File: src/hw/rtl/water_dipole_cosine_top_assert.svh
// Assertion macros for the water dipole cosine block.
`ifndef WATER_DIPOLE_COSINE_TOP_ASSERT_SVH
`define WATER_DIPOLE_COSINE_TOP_ASSERT_SVH

// Same-cycle implication, checked outside reset.
`define WDC_ASSERT_IMP(lbl, ante, cons, msg) \
  lbl: assert property (@(posedge clk) disable iff (rst) (ante) |-> (cons)) else $error(msg);

// Next-cycle implication, checked outside reset.
`define WDC_ASSERT_NXT(lbl, ante, cons, msg) \
  lbl: assert property (@(posedge clk) disable iff (rst) (ante) |=> (cons)) else $error(msg);

`endif

File: src/hw/rtl/wdc_pkg.sv
// Shared types and constants of the water dipole cosine block.
package wdc_pkg;

  localparam int IdxW     = 10;
  localparam int CosW     = 16;
  localparam int SumW     = 27;
  localparam int CntW     = 11;
  localparam int CountMax = 2047;
  localparam int ScaleW   = 15;
  localparam int NormW    = 32;
  localparam int DotW     = 34;
  localparam int ProdW    = 64;
  localparam int DivNumW  = 49;
  localparam int DivDenW  = 32;
  localparam int DivQW    = 17;

  localparam logic signed [CosW-1:0] CosOne    = 16'sh7fff;
  localparam logic signed [CosW-1:0] CosNegOne = 16'sh8000;

  localparam logic Cmd_Store   = 1'b0;
  localparam logic Cmd_Measure = 1'b1;

  typedef enum logic [12:0] {
    S_IDLE  = 13'b0000000000001,
    S_MOD   = 13'b0000000000010,
    S_RD    = 13'b0000000000100,
    S_SCALE = 13'b0000000001000,
    S_DOT   = 13'b0000000010000,
    S_MUL   = 13'b0000000100000,
    S_SQRT  = 13'b0000001000000,
    S_DIVS  = 13'b0000010000000,
    S_DIVW  = 13'b0000100000000,
    S_ACC   = 13'b0001000000000,
    S_MEAN  = 13'b0010000000000,
    S_MWAIT = 13'b0100000000000,
    S_FIN   = 13'b1000000000000
  } state_t;

endpackage

File: src/hw/rtl/wdc_div.sv
// Shift-subtract divider, one quotient bit per cycle.
module wdc_div (
  input  logic                             clk,
  input  logic                             rst,
  input  logic                             start,
  input  logic [wdc_pkg::DivNumW-1:0]      num,
  input  logic [wdc_pkg::DivDenW-1:0]      den,
  output logic                             done,
  output logic [wdc_pkg::DivQW-1:0]        quot
);

  logic [wdc_pkg::DivNumW-1:0] rem;
  logic [wdc_pkg::DivNumW-1:0] dsh;
  logic [4:0]                  k;
  logic                        busy;

  always_ff @(posedge clk) begin
    done <= 1'b0;
    if (rst) begin
      busy <= 1'b0;
    end else if (start) begin
      rem  <= num;
      dsh  <= wdc_pkg::DivNumW'(den) << (wdc_pkg::DivQW - 1);
      quot <= '0;
      k    <= 5'(wdc_pkg::DivQW - 1);
      busy <= 1'b1;
    end else if (busy) begin
      if (rem >= dsh) begin
        rem  <= rem - dsh;
        quot <= {quot[wdc_pkg::DivQW-2:0], 1'b1};
      end else begin
        quot <= {quot[wdc_pkg::DivQW-2:0], 1'b0};
      end
      dsh <= dsh >> 1;
      k   <= k - 5'd1;
      if (k == 5'd0) begin
        busy <= 1'b0;
        done <= 1'b1;
      end
    end
  end

endmodule

File: config.mk
export PLATFORM = sky130hd
export DESIGN_NAME = wdc_div
export DESIGN_NICKNAME = d
export VERILOG_FILES = /design/src/hw/rtl/water_dipole_cosine_top_assert.svh /design/src/hw/rtl/wdc_pkg.sv /design/src/hw/rtl/wdc_div.sv
export SDC_FILE = /design/constraint.sdc
export NUM_CORES = 1
export LEC_CHECK = 0
export BUFFER_PORTS_ARGS = -buffer_cell sky130_fd_sc_hd__buf_2
export CAP_MARGIN = 15
export CORE_MARGIN = 2
export CORE_UTILIZATION = 65
export CTS_BUF_LIST = sky130_fd_sc_hd__clkbuf_4 sky130_fd_sc_hd__clkbuf_8
export DETAILED_ROUTE_END_ITERATION = 7
export PLACE_DENSITY_LB_ADDON = 0.15
export SYNTH_ARGS = -nofsm -noshare
export SYNTH_HDL_FRONTEND = slang
export SYNTH_SLANG_ARGS = --single-unit
File: constraint.sdc
create_clock -name clk -period 14.2 [get_ports clk]
set_input_delay 2.84 -clock clk [delete_from_list [all_inputs] [get_ports clk]]
set_output_delay 2.84 -clock clk [all_outputs]
set_load 0.01 [all_outputs]
# Word-level counts from Yosys, hierarchy flattened
# Index checks and enable logic that the tools add are counted.
# totals
wordCells,30
in_bits,84
regBits,121
output_inout_bits,18
# classes
muxes,12
n_lt_le_gt_ge,1
bitwise_logic,2
addsub,2
reduce_logical,6
# op_table
op,n
49-bit 2-to-1 mux,3
48-bit 2-to-1 mux,2
49-bit by 48-bit greater-or-equal comparator with 1-bit output,1
49-bit by 48-bit subtractor with 49-bit output,1
17-bit 2-to-1 mux,1
5-bit zero test,1
1-bit 2-to-1 mux,5
5-bit 2-to-1 mux,1
"5-bit by 1-bit subtractor with 5-bit output, second input constant",1
2-bit nonzero test,2
3-bit AND reduction,1
3-bit OR reduction,1
1-bit NOT,2
2-bit AND reduction,1

# Longest topological paths before layout
# Gate-level depths: netlist (run 1).
# logic_depth
depth_word,4
mapped_depth,11
mapped_depth_nobuf,11

# Least setup slack after synthesis (run 1)
# OpenSTA, ideal clock, no wires.
# synth_path
path_type,input to register
start,in start
end,reg rem[0] in the netlist's numbering (enable)
slack_ns,4.370
required_time_ns,13.715
setup_ns,0.485
path_buffers,2
arrival_ns,9.345
stages,6
path_cell_list,clkbuf_1 > clkbuf_1 > nor2_1 > nor2_1 > o31ai_1 > a31oi_1
# synth_between
elab_chain_cells,2
elab_cells_between_ends,3
classes_between,reduce/logical: 3
# synth_lines
element,line,source
"start, declared",wdc_div.sv:5,"input logic start,"
2-bit nonzero test (no source line),--,
3-bit AND reduction (no source line) *,--,
"end signal, assigned",wdc_div.sv:22,rem <= num;
"end signal, assigned",wdc_div.sv:29,rem <= rem - dsh;
"end, declared",wdc_div.sv:12,logic [wdc_pkg::DivNumW-1:0] rem;
# Every way passes the cells marked *; elsewhere a longest branch is shown, timed or not.
# A chain may end at the register's enable or synchronous reset.

# Worst setup path after layout (run 1)
# layout_path
start,in start
end,reg rem[18] in the netlist's numbering (enable)
# The elaborated chain is that of the path after synthesis.

==> results of run 1 <==
## area by class of cell
class                           instances  area share
Sequential cell                       121      0.4016
Inverter                               64     0.02670
Timing Repair Buffer                  105     0.05980
Clock buffer                           17     0.02600
Multi-Input combinational cell        640      0.4465
Clock inverter                         15     0.01599
Tap cell                              168     0.02336
## worst max-delay path: stages
cell	delay [ps]
buf_4	130
nor2_1	80
nor2_4	70
buf_4	730
o31ai_1	260
a31oi_4	690
buf_4	530
## synthesized netlist by cell type (2+ instances only)
library cell / count / share of area
nand2_1: 119 / 0.056
clkbuf_1: 39 / 0.018
inv_1: 63 / 0.029
dfxtp_1: 2 / 0.0050
nor2_1: 71 / 0.033
nand4_1: 14 / 0.011
a211o_1: 3 / 0.0033
edfxtp_1: 119 / 0.44
o2bb2ai_1: 2 / 0.0022
o21bai_1: 11 / 0.010
a21oi_4: 3 / 0.0061
nor2b_1: 22 / 0.017
a2111o_1: 3 / 0.0042
a21o_1: 22 / 0.021
a41oi_1: 3 / 0.0033
o211a_1: 2 / 0.0025
or3_1: 7 / 0.0054
buf_6: 2 / 0.0028
o21ai_1: 5 / 0.0031
xor2_1: 17 / 0.019
ha_1: 49 / 0.076
mux2i_1: 2 / 0.0025
nand2b_1: 7 / 0.0054
a31oi_1: 6 / 0.0047
o21a_1: 5 / 0.0047
o22ai_1: 3 / 0.0023
o2111ai_1: 2 / 0.0022
xnor2_1: 22 / 0.024
a21oi_1: 53 / 0.033
o2111ai_2: 2 / 0.0037
and2_1: 2 / 0.0016
o31ai_1: 6 / 0.0056
o211ai_1: 8 / 0.0075
a211oi_1: 13 / 0.012
o21ai_0: 95 / 0.059
a21oi_2: 3 / 0.0033
buf_1: 6 / 0.0028
nand3_1: 13 / 0.0081
and3_1: 7 / 0.0054
nor3_1: 12 / 0.0075
nor4_1: 6 / 0.0047
## stage by stage
stage	setup slack, ps	hold WS, ps	util	cell area [um2]	std cells
2_1_floorplan	4370	429.2	-	8040	872
3_3_place_gp	8550	455.6	0.7146	8620	1098
3_5_place_dp	8449	448.0	0.7146	8620	1098
4_1_cts	8909	460.1	0.7460	8997	1130
5_1_grt	8716	485.5	0.7460	8997	1130
6_report	8909	470.8	0.7460	8997	1130
## cell usage in the layout (no fill, tap or decap), types with 22 or more instances in the layout
cell      netlist  final
nor2_1         71     70
nor2b_1        22     22
nand2_1       119    119
edfxtp_1      119    119
inv_1          63     63
o21ai_0        95     95
xnor2_1        22     22
buf_2           0    100
a21oi_1        53     53
ha_1           49     49
a21o_1         22     22
## path summary, 6_finish.rpt
kind                                end  slack [ps]  depth (start not counted)
worst max-delay path            rem[18]        8910                          7
worst min-delay path               done         470                          2
worst max register to register  rem[18]        9990                         10
worst min register to register     done         470                          2
## kinds of logic (layout without fill, tap and decap cells)
logic type	after synthesis	in the layout	synth area share
buf+inv	111	201	0.05369
xor+xnor	39	39	0.04248
simple gates	287	287	0.1636
fa+ha+maj	50	50	0.07874
mux	3	3	0.003890
compound gates	261	261	0.2082
flops	121	121	0.4494
## flip-flops by register name, summed over array words and instances, names as in the netlist
signal / count
quot: 17
dsh: 48
k: 5
busy: 1
rem: 49
done: 1
## where the power goes
group	total, uW	internal (uW)	switching [uW]
Clock	306	131	175
Combinational	311	119	192
Sequential	444	434	10.1
Total	1060	683	377
## metal layers
| metal | GRT usage | routed length [um] | vias up |
|---|---|---|---|
| met3 | 0.06853 | 896 | 23 |
| met4 | 0.08434 | 231 | 0 |
| met1 | 0.3815 | 8467 | 3137 |
| met5 | 0 | 0 | - |
| met2 | 0.4898 | 9240 | 204 |
| li1 | - | - | 3292 |
==> metrics.txt, run 1 <==
Clock H-tree levels=4; Worst Clk Skew=11.52 ps; Critical Path AT=approximately 5400 ps; via count=around 6700; Fin. Hold Viols=0; Nets=approximately 1100; Die W=about 120 um; pin count of the biggest net entering global routing=around 100; CP Capture Type=flop; Max-slew headroom=0.3583; layout cell share with drive strength beyond 1=0.1590; Remaining DRCs=0; hold path startpoint=busy; RSZ-0062 raised after global routing=no; pwr dens=between 100 and 150 nW/um2; Reg clk slew, reported paths=about 90 ps; CP Class=in2reg; Top Ports=just over 100; YS warnings=0; Cell variety after synth=just over 60; area of the multi-input gates=approximately 4000 um2; required time of the critical path=about 14000 ps; clk root buf=clkbuf_8; gr usage total=0.2922; Final Cycle Share=0.3726; number of routed nets with antenna violations=0; Clock Latency Late Sink=approximately 460 ps; dpl hpwl=roughly 13000 um; Starting Density=0.6666; final setup fails=0; hold-fix buffers at CTS=0; total wire length=approximately 19000 um; Core Rows=40; Post-Synthesis Cells=872; number of enable flip-flop cells after synthesis=between 100 and 150; Reg-to-Reg Start=rem[27]; synthesized area=8040 um2; cts repair resizes=0; ys async rst share=0; # port buffers=about 100; Setup TNS Final=0 ps; worst-path maximum fanout=72; full die area=13280 um2; sequential fraction of the synthesis area=0.4494; number of buffers created by CTS=17; antenna cell count=0; Syn Area/Cell=a little over 9 um2; postcts setup bufs=0; Critical Path Start Type=input port; Main synth FF type=edfxtp_1; crit path time final=approximately 5300 ps; Power Total=1060 uW; synthesized net count=around 1000; DR vias/cell=just under 6; min-delay worst type=reg2reg; core area=between 10000 and 15000 um2; Wirelength per Cell=about 17 um; first-pass GRT wire length=30350 um; number of global-route vias before repair=around 6500; Seq. cell area=about 3600 um2; CTS tree=done; CP startpoint=start; leak pwr=about 0.0038 uW; Least-Margin Pin Slew=between 900 and 1000 ps; Pre-antenna DRT Iters=5; RD Place Congestion=about 0.9; Max Fclk=0.1890 GHz; CTS Buffer Depth=2; register bit total from synthesis=~120; Synth-to-Final Area Change=11.90%; clock sinks=roughly 120; outcome=finished clean; Fillers=880; Max VDD drop=86.87 uV; total grt overflow=0; chip height=~120 um; Max Cap Violations=0; max-slew violations=0; antenna violations before repair=0; First DRT Iteration DRCs=638
No activity file was read; power rests on OpenSTA's default activity.
==> run 2, diff against run 1 <==
--- a/config.mk
+++ b/config.mk
@@ -8,7 +8,7 @@
 export BUFFER_PORTS_ARGS = -buffer_cell sky130_fd_sc_hd__buf_2
 export CAP_MARGIN = 15
 export CORE_MARGIN = 2
-export CORE_UTILIZATION = 65
+export CORE_UTILIZATION = 55
 export CTS_BUF_LIST = sky130_fd_sc_hd__clkbuf_4 sky130_fd_sc_hd__clkbuf_8
 export DETAILED_ROUTE_END_ITERATION = 7
 export PLACE_DENSITY_LB_ADDON = 0.15
==> constraint.sdc (replaced) <==
create_clock -name clk -period 4.3 [get_ports clk]
set_input_delay 0.86 -clock clk [delete_from_list [all_inputs] [get_ports clk]]
set_output_delay 0.86 -clock clk [all_outputs]
set_load 0.01 [all_outputs]
==> metrics.txt, run 2 (synthesized netlist as in run 1, its figures left out) <==
hold-fix buffers at CTS=0 (unchanged); postcts setup bufs=0 (unchanged); cell mode on critical path=nand2_1 (was buf_4); Max Cap Violations=0 (unchanged); antenna violations before repair=0 (unchanged); RD Place Congestion=0.8634 (was 0.9120); Seq. cell area=3613 um2 (unchanged); crit path time final=3438 ps; # port buffers=101 (unchanged); critical path depth=10 (was 7); area of the multi-input gates=4018 um2 (unchanged); Critical Path Start Type=flop (was input port); Pre-antenna DRT Iters=5 (unchanged); Clock H-tree levels=4 (unchanged); chip height=124.9 um (was 115.2 um); Remaining DRCs=0 (unchanged); pin count of the biggest net entering global routing=118 (was 104); required time of the critical path=4410 ps (was 14310 ps); Max Fclk=roughly 0.29 GHz; hold path startpoint=busy (unchanged); Largest register FFs=49 (unchanged); CTS Buffer Depth=2 (unchanged); largest register by flop count=rem (unchanged); Worst Clk Skew=14.44 ps (was 11.52 ps); Crit-path slowest cell=ha_1 (was buf_4); Setup TNS Final=0 ps (unchanged); Worst path top cell family by delay=compound AO/OA/AOI/OAI gates (was buffers and inverters); DR vias/cell=5.718 (was 5.890); final setup fails=0 (unchanged); post-route cell area=9042 um2 (was 8997 um2); leak pwr=0.003762 uW (was 0.003758 uW); clock sinks=121 (unchanged); Least-Margin Pin Slew=936.1 ps (was 962.5 ps); CP startpoint=rem[27] (was start); Max-slew headroom=0.3759 (was 0.3583); fin util=0.6269 (was 0.7460); Register-to-Register Path Depth=10 (unchanged); Nets=1083 (unchanged); Regs by FF count=rem (49), dsh (48), quot (17) (unchanged); Starting Density=0.5574 (was 0.6666); WP buf/inv=1 (was 3); Placed Instance Area=8643 um2 (was 8620 um2); number of routed nets with antenna violations=0 (unchanged); worst-path maximum fanout=25 (was 72); Wirelength per Cell=15.81 um (was 16.67 um); pwr dens=389.2 nW/um2 (was 117.8 nW/um2); Die W=124.9 um (was 115.2 um); layout cell share with drive strength beyond 1=0.1590 (unchanged); First DRT Iteration DRCs=532 (was 638); Power Total=3520 uW (was 1060 uW); Critical Path AT=3550 ps (was 5400 ps); Core Rows=44 (was 40); Reg-to-Reg Start=rem[27] (unchanged); RSZ-0062 raised after global routing=no (unchanged); first-pass GRT wire length=30890 um (was 30350 um); Final Cycle Share=0.7995; Clock Latency Late Sink=460 ps (about the same); CP Capture Type=flop (unchanged); CTS tree=done (unchanged); CP Cell Sequence=ha_1, nand2_1, o21ai_0, a21oi_1, or3_1, a31oi_1, a21o_1, nand2_1, a31oi_4, buf_4 (was buf_4, nor2_1, nor2_4, buf_4, o31ai_1, a31oi_4, buf_4); Fin. Hold Viols=0 (unchanged); most frequent cells in the layout=nand2_1, edfxtp_1, buf_2, o21ai_0, nor2_1 (unchanged); core area=14420 um2 (was 12060 um2); max incr delay on CP=430 ps (was 730 ps); Max VDD drop=345.3 uV (was 86.87 uV); cts repair resizes=0 (unchanged); total wire length=18120 um (was 18840 um); Synth-to-Final Area Change=12.46% (was 11.90%); antenna cell count=0 (unchanged); hold depth=2 (unchanged); number of global-route vias before repair=6474 (was 6510); outcome=finished clean (unchanged); Top Ports=102 (unchanged); full die area=15600 um2 (was 13280 um2); max-slew violations=0 (unchanged); clk root buf=clkbuf_8 (unchanged); gr usage total=0.2432 (was 0.2922); min-delay worst type=reg2reg (unchanged); total grt overflow=0 (unchanged); CP Class=reg2reg (was in2reg); Reg clk slew, reported paths=80 ps (was 90 ps); dpl hpwl=13190 um (was 13340 um); number of buffers created by CTS=17 (unchanged); Fillers=1266 (was 880); via count=6553 (was 6656)
[run 2: layout make-up]
cell class / count / area share
tap: 184 / 0.02546
multi-input combinational: 640 / 0.4443
sequential: 121 / 0.3996
timing repair buffer: 105 / 0.05991
inverter: 64 / 0.02657
clock inverter: 13 / 0.01591
clock buffer: 19 / 0.02823
[run 2: tightest hold or removal path: cells and delay by family (launching register included)]
kind | cells | cell delay [ps]
flops | 1 | 310
simple gates | 2 | 110
[run 2: worst paths after layout]
check	end	slack (ps)
setup reg to reg	rem[15]	860
hold reg to reg	done	460
setup / recovery	rem[15]	860
hold / removal	done	460
[run 2: per-stage QoR]
step                      setup WS, ps  std cells  hold WS (ps)
after detailed placement         918.9       1114         440.5
final                            862.3       1146         455.7
after CTS                        864.9       1146         454.0
after global placement            1010       1114         437.8
after global routing             602.4       1146         480.7
after floorplan                  40.53        872         429.2
[run 2: routing by layer]
metal,GRT usage,vias up,share of wire
li1,-,3301,-
met1,0.3195,3028,0.45
met2,0.4092,190,0.48
met3,0.05498,34,0.051
met4,0.06667,0,0.016
met5,0,-,0
[run 2: where the power goes]
group,leakage (uW),internal (uW),switching (uW)
Clock,0.000193,540,501
Combinational,0.00241,394,622
Sequential,0.00116,1430,31.3
Total,0.00376,2370,1150
